<file path="src/sv/frm_pkg.sv">
// Shared types and constants of the frame rate meter.
`timescale 1ns / 1ps
`default_nettype none
package frm_pkg;

	localparam int RATE_COUNT   = 3;
	localparam int HEADER_BYTES = 14;
	localparam int NUM_STATS    = 4;
	localparam int NUM_CFG      = 3;
	localparam int FRONT_DEPTH  = 2;
	localparam int DIV_STEPS    = 33;

	localparam int RIDX_W  = (RATE_COUNT > 1) ? $clog2(RATE_COUNT) : 1;
	localparam int SIDX_W  = $clog2(NUM_STATS);
	localparam int FPTR_W  = (FRONT_DEPTH > 1) ? $clog2(FRONT_DEPTH) : 1;
	localparam int FCNT_W  = $clog2(FRONT_DEPTH + 1);
	localparam int DCNT_W  = $clog2(DIV_STEPS + 1);
	localparam int ADD_W   = 12;

	localparam logic [31:0] FRAME_SCALE = 32'd1000;

	localparam logic [NUM_CFG-1:0][15:0] IVAL_RESET = {16'd60, 16'd10, 16'd1};

	// stat lanes within one row of averages
	localparam logic [SIDX_W-1:0] STAT_TX_FRM = 2'd0;
	localparam logic [SIDX_W-1:0] STAT_RX_FRM = 2'd1;
	localparam logic [SIDX_W-1:0] STAT_TX_BYT = 2'd2;
	localparam logic [SIDX_W-1:0] STAT_RX_BYT = 2'd3;

	typedef enum logic [2:0] {
		KIND_TX_OK   = 3'd0,
		KIND_TX_FAIL = 3'd1,
		KIND_RX      = 3'd2,
		KIND_TICK    = 3'd3,
		KIND_CLEAR   = 3'd4
	} frm_kind_t;

	typedef enum logic [2:0] {
		OP_NONE,
		OP_TX_OK,
		OP_TX_FAIL,
		OP_RX,
		OP_TICK,
		OP_CLEAR
	} frm_op_t;

	typedef enum logic [2:0] {
		ST_IDLE,
		ST_PREP,
		ST_DIV_START,
		ST_DIV_WAIT,
		ST_TICK_DONE,
		ST_EMIT
	} frm_state_t;

	typedef struct packed {
		logic [2:0]  kind;
		logic [10:0] frame_bytes;
	} frm_in_t;

	typedef struct packed {
		logic [1:0]         interval_index;
		logic signed [31:0] tx_frame_smooth;
		logic signed [31:0] rx_frame_smooth;
		logic signed [31:0] tx_byte_smooth;
		logic signed [31:0] rx_byte_smooth;
		logic [31:0]        tx_frames;
		logic [31:0]        rx_frames;
		logic [31:0]        tx_byte_total;
		logic [31:0]        rx_byte_total;
		logic [31:0]        tx_error_count;
		logic               last;
	} frm_out_t;

	// classified request from front to back
	typedef struct packed {
		frm_op_t          op;
		logic [ADD_W-1:0] add_bytes;
	} frm_req_t;

	typedef struct packed {
		logic               start;
		logic signed [32:0] dividend;
		logic [15:0]        divisor;
	} frm_div_req_t;

	typedef logic [NUM_STATS-1:0][31:0] frm_row_t;

endpackage
`default_nettype wire

</file>
<file path="src/sv/frm_front.sv">
// Input queue of the frame rate meter: accepts events and classifies them.
`timescale 1ns / 1ps
`default_nettype none
module frm_front (
	input  wire              clk,
	input  wire              arst_n,
	input  frm_pkg::frm_in_t item,
	input  wire              push,
	output logic             full,
	output frm_pkg::frm_req_t req,
	output logic             req_valid,
	input  wire              req_take
);
	import frm_pkg::*;

	frm_req_t          fifo_q [FRONT_DEPTH];
	logic [FPTR_W-1:0] wr_ptr_q;
	logic [FPTR_W-1:0] rd_ptr_q;
	logic [FCNT_W-1:0] count_q;
	frm_req_t          cls;
	logic              do_push;
	logic              do_pop;

	always_comb begin
		cls.op        = OP_NONE;
		cls.add_bytes = ADD_W'(item.frame_bytes);
		case (frm_kind_t'(item.kind))
			KIND_TX_OK: begin
				cls.op        = OP_TX_OK;
				cls.add_bytes = ADD_W'(item.frame_bytes) + ADD_W'(HEADER_BYTES);
			end
			KIND_TX_FAIL: cls.op = OP_TX_FAIL;
			KIND_RX:      cls.op = OP_RX;
			KIND_TICK:    cls.op = OP_TICK;
			KIND_CLEAR:   cls.op = OP_CLEAR;
			default:      cls.op = OP_NONE;
		endcase
	end

	assign full      = (count_q == FCNT_W'(FRONT_DEPTH));
	assign req_valid = (count_q != '0);
	assign req       = fifo_q[rd_ptr_q];
	assign do_push   = push && !full;
	assign do_pop    = req_take && req_valid;

	always_ff @(posedge clk) begin
		if (do_push) begin
			fifo_q[wr_ptr_q] <= cls;
		end
	end

	always_ff @(posedge clk or negedge arst_n) begin
		if (!arst_n) begin
			wr_ptr_q <= '0;
			rd_ptr_q <= '0;
			count_q  <= '0;
		end else begin
			if (do_push) begin
				wr_ptr_q <= (wr_ptr_q == FPTR_W'(FRONT_DEPTH - 1)) ? '0 : wr_ptr_q + 1'b1;
			end
			if (do_pop) begin
				rd_ptr_q <= (rd_ptr_q == FPTR_W'(FRONT_DEPTH - 1)) ? '0 : rd_ptr_q + 1'b1;
			end
			count_q <= count_q + FCNT_W'(do_push) - FCNT_W'(do_pop);
		end
	end

endmodule
`default_nettype wire

</file>
<file path="src/sv/frm_div.sv">
// Bit-serial signed divider, quotient truncated toward zero.
`timescale 1ns / 1ps
`default_nettype none
module frm_div (
	input  wire                  clk,
	input  wire                  arst_n,
	input  frm_pkg::frm_div_req_t div_req,
	output logic                 done,
	output logic signed [33:0]   quotient
);
	import frm_pkg::*;

	logic              busy_q;
	logic              done_q;
	logic [DCNT_W-1:0] cnt_q;
	logic [15:0]       rem_q;
	logic [32:0]       quo_q;
	logic [15:0]       dvs_q;
	logic              neg_q;
	logic [16:0]       shifted;
	logic              fits;
	logic [32:0]       mag;

	assign shifted = {rem_q, quo_q[32]};
	assign fits    = (shifted >= {1'b0, dvs_q});
	assign mag     = div_req.dividend[32] ? 33'(-div_req.dividend) : 33'(div_req.dividend);

	always_ff @(posedge clk) begin
		if (div_req.start) begin
			rem_q <= '0;
			quo_q <= mag;
			dvs_q <= div_req.divisor;
			neg_q <= div_req.dividend[32];
		end else if (busy_q) begin
			rem_q <= fits ? 16'(shifted - {1'b0, dvs_q}) : shifted[15:0];
			quo_q <= {quo_q[31:0], fits};
		end
	end

	always_ff @(posedge clk or negedge arst_n) begin
		if (!arst_n) begin
			busy_q <= 1'b0;
			done_q <= 1'b0;
			cnt_q  <= '0;
		end else begin
			done_q <= 1'b0;
			if (div_req.start) begin
				busy_q <= 1'b1;
				cnt_q  <= DCNT_W'(DIV_STEPS);
			end else if (busy_q) begin
				cnt_q <= cnt_q - 1'b1;
				if (cnt_q == DCNT_W'(1)) begin
					busy_q <= 1'b0;
					done_q <= 1'b1;
				end
			end
		end
	end

	assign done     = done_q;
	assign quotient = neg_q ? -$signed({1'b0, quo_q}) : $signed({1'b0, quo_q});

endmodule
`default_nettype wire

</file>
<file path="src/sv/frm_back.sv">
// Statistics engine: counters, smoothed rates, result register.
`timescale 1ns / 1ps
`default_nettype none
module frm_back (
	input  wire                   clk,
	input  wire                   arst_n,
	input  frm_pkg::frm_req_t     req,
	input  wire                   req_valid,
	output logic                  req_take,
	input  wire                   wr_en,
	input  wire  [1:0]            wr_index,
	input  wire  [15:0]           wr_data,
	output frm_pkg::frm_div_req_t div_req,
	input  wire                   div_done,
	input  wire  signed [33:0]    div_quotient,
	output frm_pkg::frm_out_t     result,
	output logic                  empty,
	input  wire                   pop
);
	import frm_pkg::*;

	frm_state_t        state_q;
	frm_state_t        state_d;
	logic              load_out;

	logic [NUM_CFG-1:0][15:0] ival_q;
	logic [31:0]       tx_frm_q, rx_frm_q, tx_byt_q, rx_byt_q, tx_err_q;
	logic [31:0]       tx_frm_snap_q, rx_frm_snap_q, tx_byt_snap_q, rx_byt_snap_q;
	frm_row_t          avg_q [RATE_COUNT];
	frm_row_t          x_q;
	logic [RIDX_W-1:0] idx_q;
	logic [SIDX_W-1:0] j_q;

	frm_out_t          out_q;
	logic              out_valid_q;

	logic [15:0]       ival;
	logic [31:0]       avg_cur;
	logic [31:0]       x_cur;
	logic [33:0]       avg_next;
	frm_row_t          avg_row;

	assign ival     = ival_q[idx_q];
	assign avg_row  = avg_q[idx_q];
	assign avg_cur  = avg_row[j_q];
	assign x_cur    = x_q[j_q];
	assign avg_next = {{2{avg_cur[31]}}, avg_cur} + 34'(div_quotient);

	always_ff @(posedge clk or negedge arst_n) begin
		if (!arst_n) begin
			state_q <= ST_IDLE;
		end else begin
			state_q <= state_d;
		end
	end

	always_comb begin
		state_d          = state_q;
		req_take         = 1'b0;
		load_out         = 1'b0;
		div_req.start    = 1'b0;
		div_req.dividend = $signed({x_cur[31], x_cur}) - $signed({avg_cur[31], avg_cur});
		// a zero interval acts as one
		div_req.divisor  = (ival == '0) ? 16'd1 : ival;
		case (state_q)
			ST_IDLE: begin
				if (req_valid) begin
					req_take = 1'b1;
					state_d  = (req.op == OP_TICK) ? ST_PREP : ST_EMIT;
				end
			end
			ST_PREP: state_d = ST_DIV_START;
			ST_DIV_START: begin
				div_req.start = 1'b1;
				state_d       = ST_DIV_WAIT;
			end
			ST_DIV_WAIT: begin
				if (div_done) begin
					if (j_q == SIDX_W'(NUM_STATS - 1) && idx_q == RIDX_W'(RATE_COUNT - 1)) begin
						state_d = ST_TICK_DONE;
					end else begin
						state_d = ST_DIV_START;
					end
				end
			end
			ST_TICK_DONE: state_d = ST_EMIT;
			ST_EMIT: begin
				if (!out_valid_q || pop) begin
					load_out = 1'b1;
					if (idx_q == RIDX_W'(RATE_COUNT - 1)) begin
						state_d = ST_IDLE;
					end
				end
			end
			default: state_d = ST_IDLE;
		endcase
	end

	always_ff @(posedge clk or negedge arst_n) begin
		if (!arst_n) begin
			ival_q        <= IVAL_RESET;
			tx_frm_q      <= '0;
			rx_frm_q      <= '0;
			tx_byt_q      <= '0;
			rx_byt_q      <= '0;
			tx_err_q      <= '0;
			tx_frm_snap_q <= '0;
			rx_frm_snap_q <= '0;
			tx_byt_snap_q <= '0;
			rx_byt_snap_q <= '0;
			for (int r = 0; r < RATE_COUNT; r++) begin
				avg_q[r] <= '0;
			end
			x_q           <= '0;
			idx_q         <= '0;
			j_q           <= '0;
			out_valid_q   <= 1'b0;
		end else begin
			if (wr_en && wr_index < 2'(NUM_CFG)) begin
				ival_q[wr_index] <= wr_data;
			end
			case (state_q)
				ST_IDLE: begin
					idx_q <= '0;
					j_q   <= '0;
					if (req_valid) begin
						case (req.op)
							OP_TX_OK: begin
								tx_frm_q <= tx_frm_q + 32'd1;
								tx_byt_q <= tx_byt_q + 32'(req.add_bytes);
							end
							OP_TX_FAIL: tx_err_q <= tx_err_q + 32'd1;
							OP_RX: begin
								rx_frm_q <= rx_frm_q + 32'd1;
								rx_byt_q <= rx_byt_q + 32'(req.add_bytes);
							end
							OP_CLEAR: begin
								tx_frm_q      <= '0;
								rx_frm_q      <= '0;
								tx_byt_q      <= '0;
								rx_byt_q      <= '0;
								tx_err_q      <= '0;
								tx_frm_snap_q <= '0;
								rx_frm_snap_q <= '0;
								tx_byt_snap_q <= '0;
								rx_byt_snap_q <= '0;
								for (int r = 0; r < RATE_COUNT; r++) begin
									avg_q[r] <= '0;
								end
							end
							default: ;
						endcase
					end
				end
				ST_PREP: begin
					x_q[STAT_TX_FRM] <= 32'((tx_frm_q - tx_frm_snap_q) * FRAME_SCALE);
					x_q[STAT_RX_FRM] <= 32'((rx_frm_q - rx_frm_snap_q) * FRAME_SCALE);
					x_q[STAT_TX_BYT] <= tx_byt_q - tx_byt_snap_q;
					x_q[STAT_RX_BYT] <= rx_byt_q - rx_byt_snap_q;
				end
				ST_DIV_WAIT: begin
					if (div_done) begin
						avg_q[idx_q][j_q] <= avg_next[31:0];
						if (j_q == SIDX_W'(NUM_STATS - 1)) begin
							j_q   <= '0;
							idx_q <= idx_q + 1'b1;
						end else begin
							j_q <= j_q + 1'b1;
						end
					end
				end
				ST_TICK_DONE: begin
					tx_frm_snap_q <= tx_frm_q;
					rx_frm_snap_q <= rx_frm_q;
					tx_byt_snap_q <= tx_byt_q;
					rx_byt_snap_q <= rx_byt_q;
					idx_q         <= '0;
				end
				ST_EMIT: begin
					if (load_out) begin
						idx_q <= idx_q + 1'b1;
					end
				end
				default: ;
			endcase
			if (load_out) begin
				out_valid_q <= 1'b1;
			end else if (pop) begin
				out_valid_q <= 1'b0;
			end
		end
	end

	always_ff @(posedge clk) begin
		if (load_out) begin
			out_q.interval_index  <= 2'(idx_q);
			out_q.tx_frame_smooth <= avg_row[STAT_TX_FRM];
			out_q.rx_frame_smooth <= avg_row[STAT_RX_FRM];
			out_q.tx_byte_smooth  <= avg_row[STAT_TX_BYT];
			out_q.rx_byte_smooth  <= avg_row[STAT_RX_BYT];
			out_q.tx_frames       <= tx_frm_q;
			out_q.rx_frames       <= rx_frm_q;
			out_q.tx_byte_total   <= tx_byt_q;
			out_q.rx_byte_total   <= rx_byt_q;
			out_q.tx_error_count  <= tx_err_q;
			out_q.last            <= (idx_q == RIDX_W'(RATE_COUNT - 1));
		end
	end

	assign result = out_q;
	assign empty  = !out_valid_q;

endmodule
`default_nettype wire

</file>
<file path="src/sv/frame_rate_meter.sv">
// Top level of the frame rate meter.
//
//  channel   | handshake        | payload
//  ----------+------------------+------------------------------------
//  events    | push / full      | item   (kind, frame_bytes)
//  results   | pop / empty      | result (interval, rates, totals, last)
//  registers | wr_en            | wr_index, wr_data (three intervals)
//
// A frame event, failed send, clear or unknown kind first updates the
// counters, then loads each result in turn into the output register.
// A tick runs the single serial divider (33 steps) once for each of the
// 4 rates at each of the 3 intervals, then emits the results likewise.
// Two requests queue ahead of the engine; full rises only when both wait.
// A result not popped holds the engine; reset clears all statistics at once.
`timescale 1ns / 1ps
`default_nettype none
module frame_rate_meter (
	input  wire               clk,
	input  wire               arst_n,
	input  frm_pkg::frm_in_t  item,
	input  wire               push,
	output logic              full,
	output frm_pkg::frm_out_t result,
	output logic              empty,
	input  wire               pop,
	input  wire               wr_en,
	input  wire  [1:0]        wr_index,
	input  wire  [15:0]       wr_data
);
	import frm_pkg::*;

	frm_req_t           req;
	logic               req_valid;
	logic               req_take;
	frm_div_req_t       div_req;
	logic               div_done;
	logic signed [33:0] div_quotient;

	frm_front u_front (
		.clk       (clk),
		.arst_n    (arst_n),
		.item      (item),
		.push      (push),
		.full      (full),
		.req       (req),
		.req_valid (req_valid),
		.req_take  (req_take)
	);

	frm_div u_div (
		.clk      (clk),
		.arst_n   (arst_n),
		.div_req  (div_req),
		.done     (div_done),
		.quotient (div_quotient)
	);

	frm_back u_back (
		.clk          (clk),
		.arst_n       (arst_n),
		.req          (req),
		.req_valid    (req_valid),
		.req_take     (req_take),
		.wr_en        (wr_en),
		.wr_index     (wr_index),
		.wr_data      (wr_data),
		.div_req      (div_req),
		.div_done     (div_done),
		.div_quotient (div_quotient),
		.result       (result),
		.empty        (empty),
		.pop          (pop)
	);

	a_last_on_final: assert property (@(posedge clk) disable iff (!arst_n)
		!empty |-> (result.last == (result.interval_index == 2'(RATE_COUNT - 1))))
		else $error("last flag does not match final interval");

	a_index_range: assert property (@(posedge clk) disable iff (!arst_n)
		!empty |-> (result.interval_index < 2'(RATE_COUNT)))
		else $error("interval index out of range");

	a_take_valid: assert property (@(posedge clk) disable iff (!arst_n)
		req_take |-> req_valid)
		else $error("engine took a request from an empty queue");

	a_div_no_overlap: assert property (@(posedge clk) disable iff (!arst_n)
		div_req.start |=> !div_req.start && !div_done)
		else $error("divider restarted or finished too early");

endmodule
`default_nettype wire
</file>
<file path="config.mk">
export PLATFORM = sky130hd
export DESIGN_NAME = frame_rate_meter
export DESIGN_NICKNAME = d
export VERILOG_FILES = /design/src/sv/frm_pkg.sv /design/src/sv/frm_front.sv /design/src/sv/frm_div.sv /design/src/sv/frm_back.sv /design/src/sv/frame_rate_meter.sv
export SDC_FILE = /design/constraint.sdc
export NUM_CORES = 2
export LEC_CHECK = 0
export BUFFER_PORTS_ARGS = -buffer_cell sky130_fd_sc_hd__buf_2
export CAP_MARGIN = 15
export CORE_MARGIN = 10
export CORE_UTILIZATION = 40
export DETAILED_ROUTE_END_ITERATION = 10
export PLACE_DENSITY_LB_ADDON = 0.05
export SLEW_MARGIN = 30
export SYNTH_ARGS = -nofsm -noshare
export SYNTH_HDL_FRONTEND = slang
export SYNTH_SLANG_ARGS = --single-unit
</file>
<file path="constraint.sdc">
create_clock -name clk -period 15.7 [get_ports clk]
set_input_delay 1.57 -clock clk [delete_from_list [all_inputs] [get_ports clk]]
set_output_delay 1.57 -clock clk [all_outputs]
set_load 0.01 [all_outputs]
</file>
Word-level counts from Yosys, hierarchy flattened:

Memories as Yosys holds them, arrays and structs flattened.
Index checks and enable logic that the tools add are counted.

* bits in registers: 1219
* latch bits: 0
* bits in writable memories: 30
* ROM bits: 0
* bits of input ports: 37
* output and inout port bits: 293
* word-level logic and storage cells: 216
* memories kept: 1

* add/subtract/negate cells: 22
* multipliers: 2
* div/mod/pow operators: 0
* magnitude comparators: 9
* eq/ne operators: 25
* shift-type cells: 0
* multiplexer cells: 72
* bitwise operators: 1
* reduce and logical (&&, ||, !) cells: 31

Memory list
* u_front.fifo_q: depth 2, width 15, rd ports 1, clocked after Yosys merged registers in 0, wr ports 1, RTL line frm_front.sv:16 `frm_req_t fifo_q [FRONT_DEPTH];`

Operator list (number)
* two-way mux 384 bit: 3
* one-hot mux 384 bit (2 select lines): 1
* one-hot mux 32 bit (2 select lines): 9
* bitwise mux 384 bit: 1
* two-way mux 128 bit: 3
* binary-select mux 128 bit (select 2 bit): 1
* demux 128 bit (select 2 bit): 1
* two-way mux 32 bit: 6
* binary-select mux 32 bit (select 2 bit): 2
* subtractor 32 bit: 4
* two-way mux 33 bit: 3
* adder 32 x 1 -> 32 bit (second input constant): 3
* adder 32 x 12 -> 32 bit: 2
* demux 32 bit (select 2 bit): 1
* multiplier 32 x 7 -> 29 bit (second input constant): 2
* bitwise mux 48 bit: 1
* two-way mux 16 bit: 3
* negation 33 bit: 1
* subtractor 32 x 32 -> 33 bit: 1
* adder 32 bit: 1
* binary-select mux 16 bit (select 2 bit): 1
* demux 16 bit (select 2 bit): 1
* negation 32 bit: 1
* == test 3 x 2 -> 1 bit (second input constant): 6
* 40 further kinds: 104

Depth between registers and ports, before layout:

* depth after elaboration: 10
* depth in mapped cells: 31
* depth with buffers taken out: 31

Cells and area by module:

Synthesis repeated with hierarchy kept, for this count alone.

* cells, all modules: 6475
* area total of the unflattened synthesis: 69608.0 µm²

Modules (own cells, without submodules)
* frm_back: instances 1, cells an instance 5780, area each 62855.3 µm², seq. area each 29867.4 µm²
* frm_div: instances 1, cells an instance 589, area each 5202.5 µm², seq. area each 2021.9 µm²
* frm_front: instances 1, cells an instance 106, area each 1550.2 µm², seq. area each 1001.0 µm²

Worst setup path before layout:

Ideal clock, no wire load.

* path kind: input port to flip-flop
* start: input port pop
* end: register u_back.out_q, in the netlist u_back.result[0] (enable)
* setup time: 0.980 ns
* data arrival time: 14.440 ns
* required time: 14.720 ns
* setup slack: 0.280 ns
* stages on the path: 2
* path buffers: 0
* path through: nand2b_1 -> nor2b_1

* cells in the longest elaborated chain, start to end: 3

Ends and longest elaborated chain
* start: declaration: RTL line frame_rate_meter.sv:25 `input wire pop,`
* logical OR 1 bit: RTL line frm_back.sv:88 `if (!out_valid_q || pop) begin`
* two-way mux 1 bit: RTL line frm_back.sv:88
* two-way mux 1 bit: RTL line frm_back.sv:65 `case (state_q)`
* via u_back.load_out: RTL line frm_back.sv:24 `logic load_out;`
* end: declaration: RTL line frm_back.sv:34 `frm_out_t out_q;`

The timed path passes the listed nets, and every way through them passes these cells.
A chain may end at the register's enable or synchronous reset.

Worst setup path in the final report:

* start: register u_back.rx_frm_snap_q[1]
* end: register u_back.x_q[62] in the netlist's numbering

* cells in the longest elaborated chain, start to end: 2

Ends and longest elaborated chain
* start: declaration: RTL line frm_back.sv:28 `logic [31:0] tx_frm_snap_q, rx_frm_snap_q, tx_byt_snap_q, rx_byt_snap_q;`
* start signal: assignment: RTL line frm_back.sv:174 `rx_frm_snap_q <= rx_frm_q;`
* subtractor 32 bit: RTL line frm_back.sv:157 `x_q[STAT_RX_FRM] <= 32'((rx_frm_q - rx_frm_snap_q) * FRAME_SCALE);`
* multiplier 32 x 7 -> 29 bit: RTL line frm_back.sv:157
* end signal: indexed assignment: RTL line frm_back.sv:157
* end signal: indexed assignment: RTL line frm_back.sv:158 `x_q[STAT_TX_BYT] <= tx_byt_q - tx_byt_snap_q;`
* end signal: indexed assignment: RTL line frm_back.sv:159 `x_q[STAT_RX_BYT] <= rx_byt_q - rx_byt_snap_q;`
* end: declaration: RTL line frm_back.sv:30 `frm_row_t x_q;`

Every way passes these cells.

==> results.cfg <==
[cts]
clockBufferDepth = 3
root_buffer = clkbuf_16
clock_latency_ps = 810
clk_pin_slew_ps = 60
cts_buffers = 144
cts_resized = 0
post_cts_buffers = 0
h-tree-depth = 4
cts_tree = done
ctsHoldBuffers = 0
clock-sinks = 1243

[floorplan]
fp.dieW_um = 435
io_pins = 330
fp-row-count = 152
die-area_um2 = 190000
die_h_um = 435
start_util_pct = 40.2
core_area_um2 = 172000

[critical_path]
critPathLaunchType = flop
cp_slowest_cell = xnor2_1
path_max_fanout = 10
end_kind = flop
cp_data_arrival_time_ps = 8520
cp.required_ps = 16390
critical_path.max_stage_delay_ps = 680
crit_type = reg -> reg

[place]
place_congestion = 0.844
io_buffers = 329
dp_hpwl_um = 139000

[logic_synthesis]
seq_area_frac_synth_pct = 47.6
syn_nets = 6905
synth_cell_type_count = 85
syn_inst = 6372
synth_top_family_by_area = compound AO/OA/AOI/OAI gates
synth_fa_ha_area_share_pct = 10.9
synthMuxAreaShare_pct = 5.70
syn_avg_cell_area_um2 = 10.8
yosys.area_share.simple_pct = 9.53
postSynth.asyncResetShare_pct = 68.9
synth_ff_type = dfrtp_1
synth_compound_area_share_pct = 16.0
synth-warning-count = 0
synth_edf_count = 371
synth_top_area_share_pct = 30.8
yosysTopAreaCell = dfrtp_1
ys_ff_latch = 1243
synthXorXnorAreaFrac_pct = 6.05
synth_top_cells_by_area = dfrtp_1 31%, edfxtp_1 16%, ha_1 6.0%
synth.cell_area_um2 = 69000

[routing]
antenna_left = 0
wl_per_cell_um = 22.2
drcViolationCount = 0
drtIter0Drc = 3578
drt_pre_antenna_iters = 5
drt_wl_total_um = 201000
num_vias = 49300
viasPerCell = 5.45

[sta]
finalCritPeriodShare_pct = 49.9
final-hold-violation-count = 0
rsz0062_at_grt = false
setup_tns_ps = 0
fin_crit_ps = 7830
finClkSkew_ps = 42.2
fmax_mhz = 128
drv_slew = 0
setup_viol = 0
slew_headroom_pct = 29.2
worstMarginPinSlew_ps = 1060

[layout]
final_cell_mix = 844 x dfrtp_1, 622 x nand2_1, 513 x o21ai_0
n_fill_cell = 16200
area_delta_synth_final_pct = 13.3
layout_commonest_cell = dfrtp_1
drive_gt1_share_pct = 12.8
finish.utilization_pct = 45.6
fin_nets = 7154

[outcome]
status = complete, no violations

[global_routing]
grt_pass1_vias = 49000
grt_antenna_before_repair = 1
grt.total_usage_pct = 20.8
gr-total-overflow = 0
grt_start_max_net_pins = 158
grt_pass1_wl_um = 311000

[worst_hold_path]
hp-class = reg -> reg

[run]
maxCapViolCount = 0
==> Yosys cell counts (32+ instances only) <==
library cell  instances
fa_1                164
nand3_1             103
o31ai_1              32
nor3_1               53
and3_1               49
nand2_1             634
o21ai_0             513
mux2i_1             167
mux4_2               61
o21a_1               46
dfrtp_1             849
clkbuf_1            255
inv_1               483
edfxtp_1            371
nand4_1              47
and2_1               34
buf_1                33
a21oi_1             267
nand2b_1             55
a22o_1              453
nor2b_1              35
nor2_1              288
ha_1                332
xnor2_1             273
or3_1                39
a21o_1              108
o21bai_1             39
mux2_2               79
xor2_1              196
==> routing by layer <==
| metal | GRT usage [%] | wire [um] | share of wire [%] |
|---|---|---|---|
| met1 | 29.4 | 93800 | 47 |
| met2 | 33.5 | 93700 | 47 |
| met3 | 2.94 | 8800 | 4.4 |
| met4 | 5.15 | 4320 | 2.2 |
| met5 | 0 | 0 | 0 |
==> per-stage QoR <==
stage	hold WS, ps	instances	setup WS (ps)	cell area (um^2)
detailed placement	450	8781	7870	73300
finish	467	9054	7870	78200
CTS	471	9048	7850	78100
global route	482	9052	7260	78200
global placement	456	8779	7860	73200
floorplan	423	6372	280	69000
==> final timing paths <==
kind                                    startpoint                   to  slack, ps  cells past startpoint
max in group asynchronous                   arst_n  u_back.rx_frm_q[18]      11850                      4
setup reg to reg           u_back.rx_frm_snap_q[1]       u_back.x_q[62]       7870                     30
hold reg to reg                u_back.rx_frm_q[31]   u_back.result[128]        470                      0
hold / removal                 u_back.rx_frm_q[31]   u_back.result[128]        470                      0
setup / recovery           u_back.rx_frm_snap_q[1]       u_back.x_q[62]       7870                     30
min in group asynchronous                   arst_n    u_back.avg_q[208]        790                      1
==> worst max-delay path, delay by kind of cell, from the launching register on <==
family          cells  cell delay [ps]
compound gates     14             3200
xor+xnor            4             1340
fa+ha+maj           5             1920
buf+inv             3              200
flops               1              400
mux                 1              270
simple gates        3              400
==> registers in the layout, summed over array words and instances (netlist names), 3 cells and up <==
name,cells
u_back.avg_q,384
u_back.ival_q,48
u_back.result,291
u_back.rx_byt_q,32
u_back.rx_byt_snap_q,32
u_back.rx_frm_q,32
u_back.rx_frm_snap_q,29
u_back.state_q,3
u_back.tx_byt_q,32
u_back.tx_byt_snap_q,32
u_back.tx_err_q,32
u_back.tx_frm_q,32
u_back.tx_frm_snap_q,29
u_back.x_q,122
u_div.cnt_q,6
u_div.dvs_q,16
u_div.quo_q,33
u_div.rem_q,16
u_front.fifo_q,30
==> cell type report <==
class	instances	area, um^2	share of cell area (%)
diodes	2	5.00	0.00640
clock buffers	191	4000	5.11
clock inverters	76	826	1.06
inverters	485	1820	2.33
multi-input cells	4352	33500	42.9
flip-flops and latches	1243	32900	42.1
well taps	2310	2890	3.69
repair buffers	395	2260	2.88
==> cells by family after synthesis <==
family	after synthesis
flip-flops	1243
AND/OR/NAND/NOR	1429
multiplexers	307
buffers and inverters	777
adder cells (fa/ha/maj)	503
XOR/XNOR	472
AO/OA/AOI/OAI	1641
Power is not shown: default switching activity piles up to over one toggle a cycle in this logic, so the estimate is an artifact.
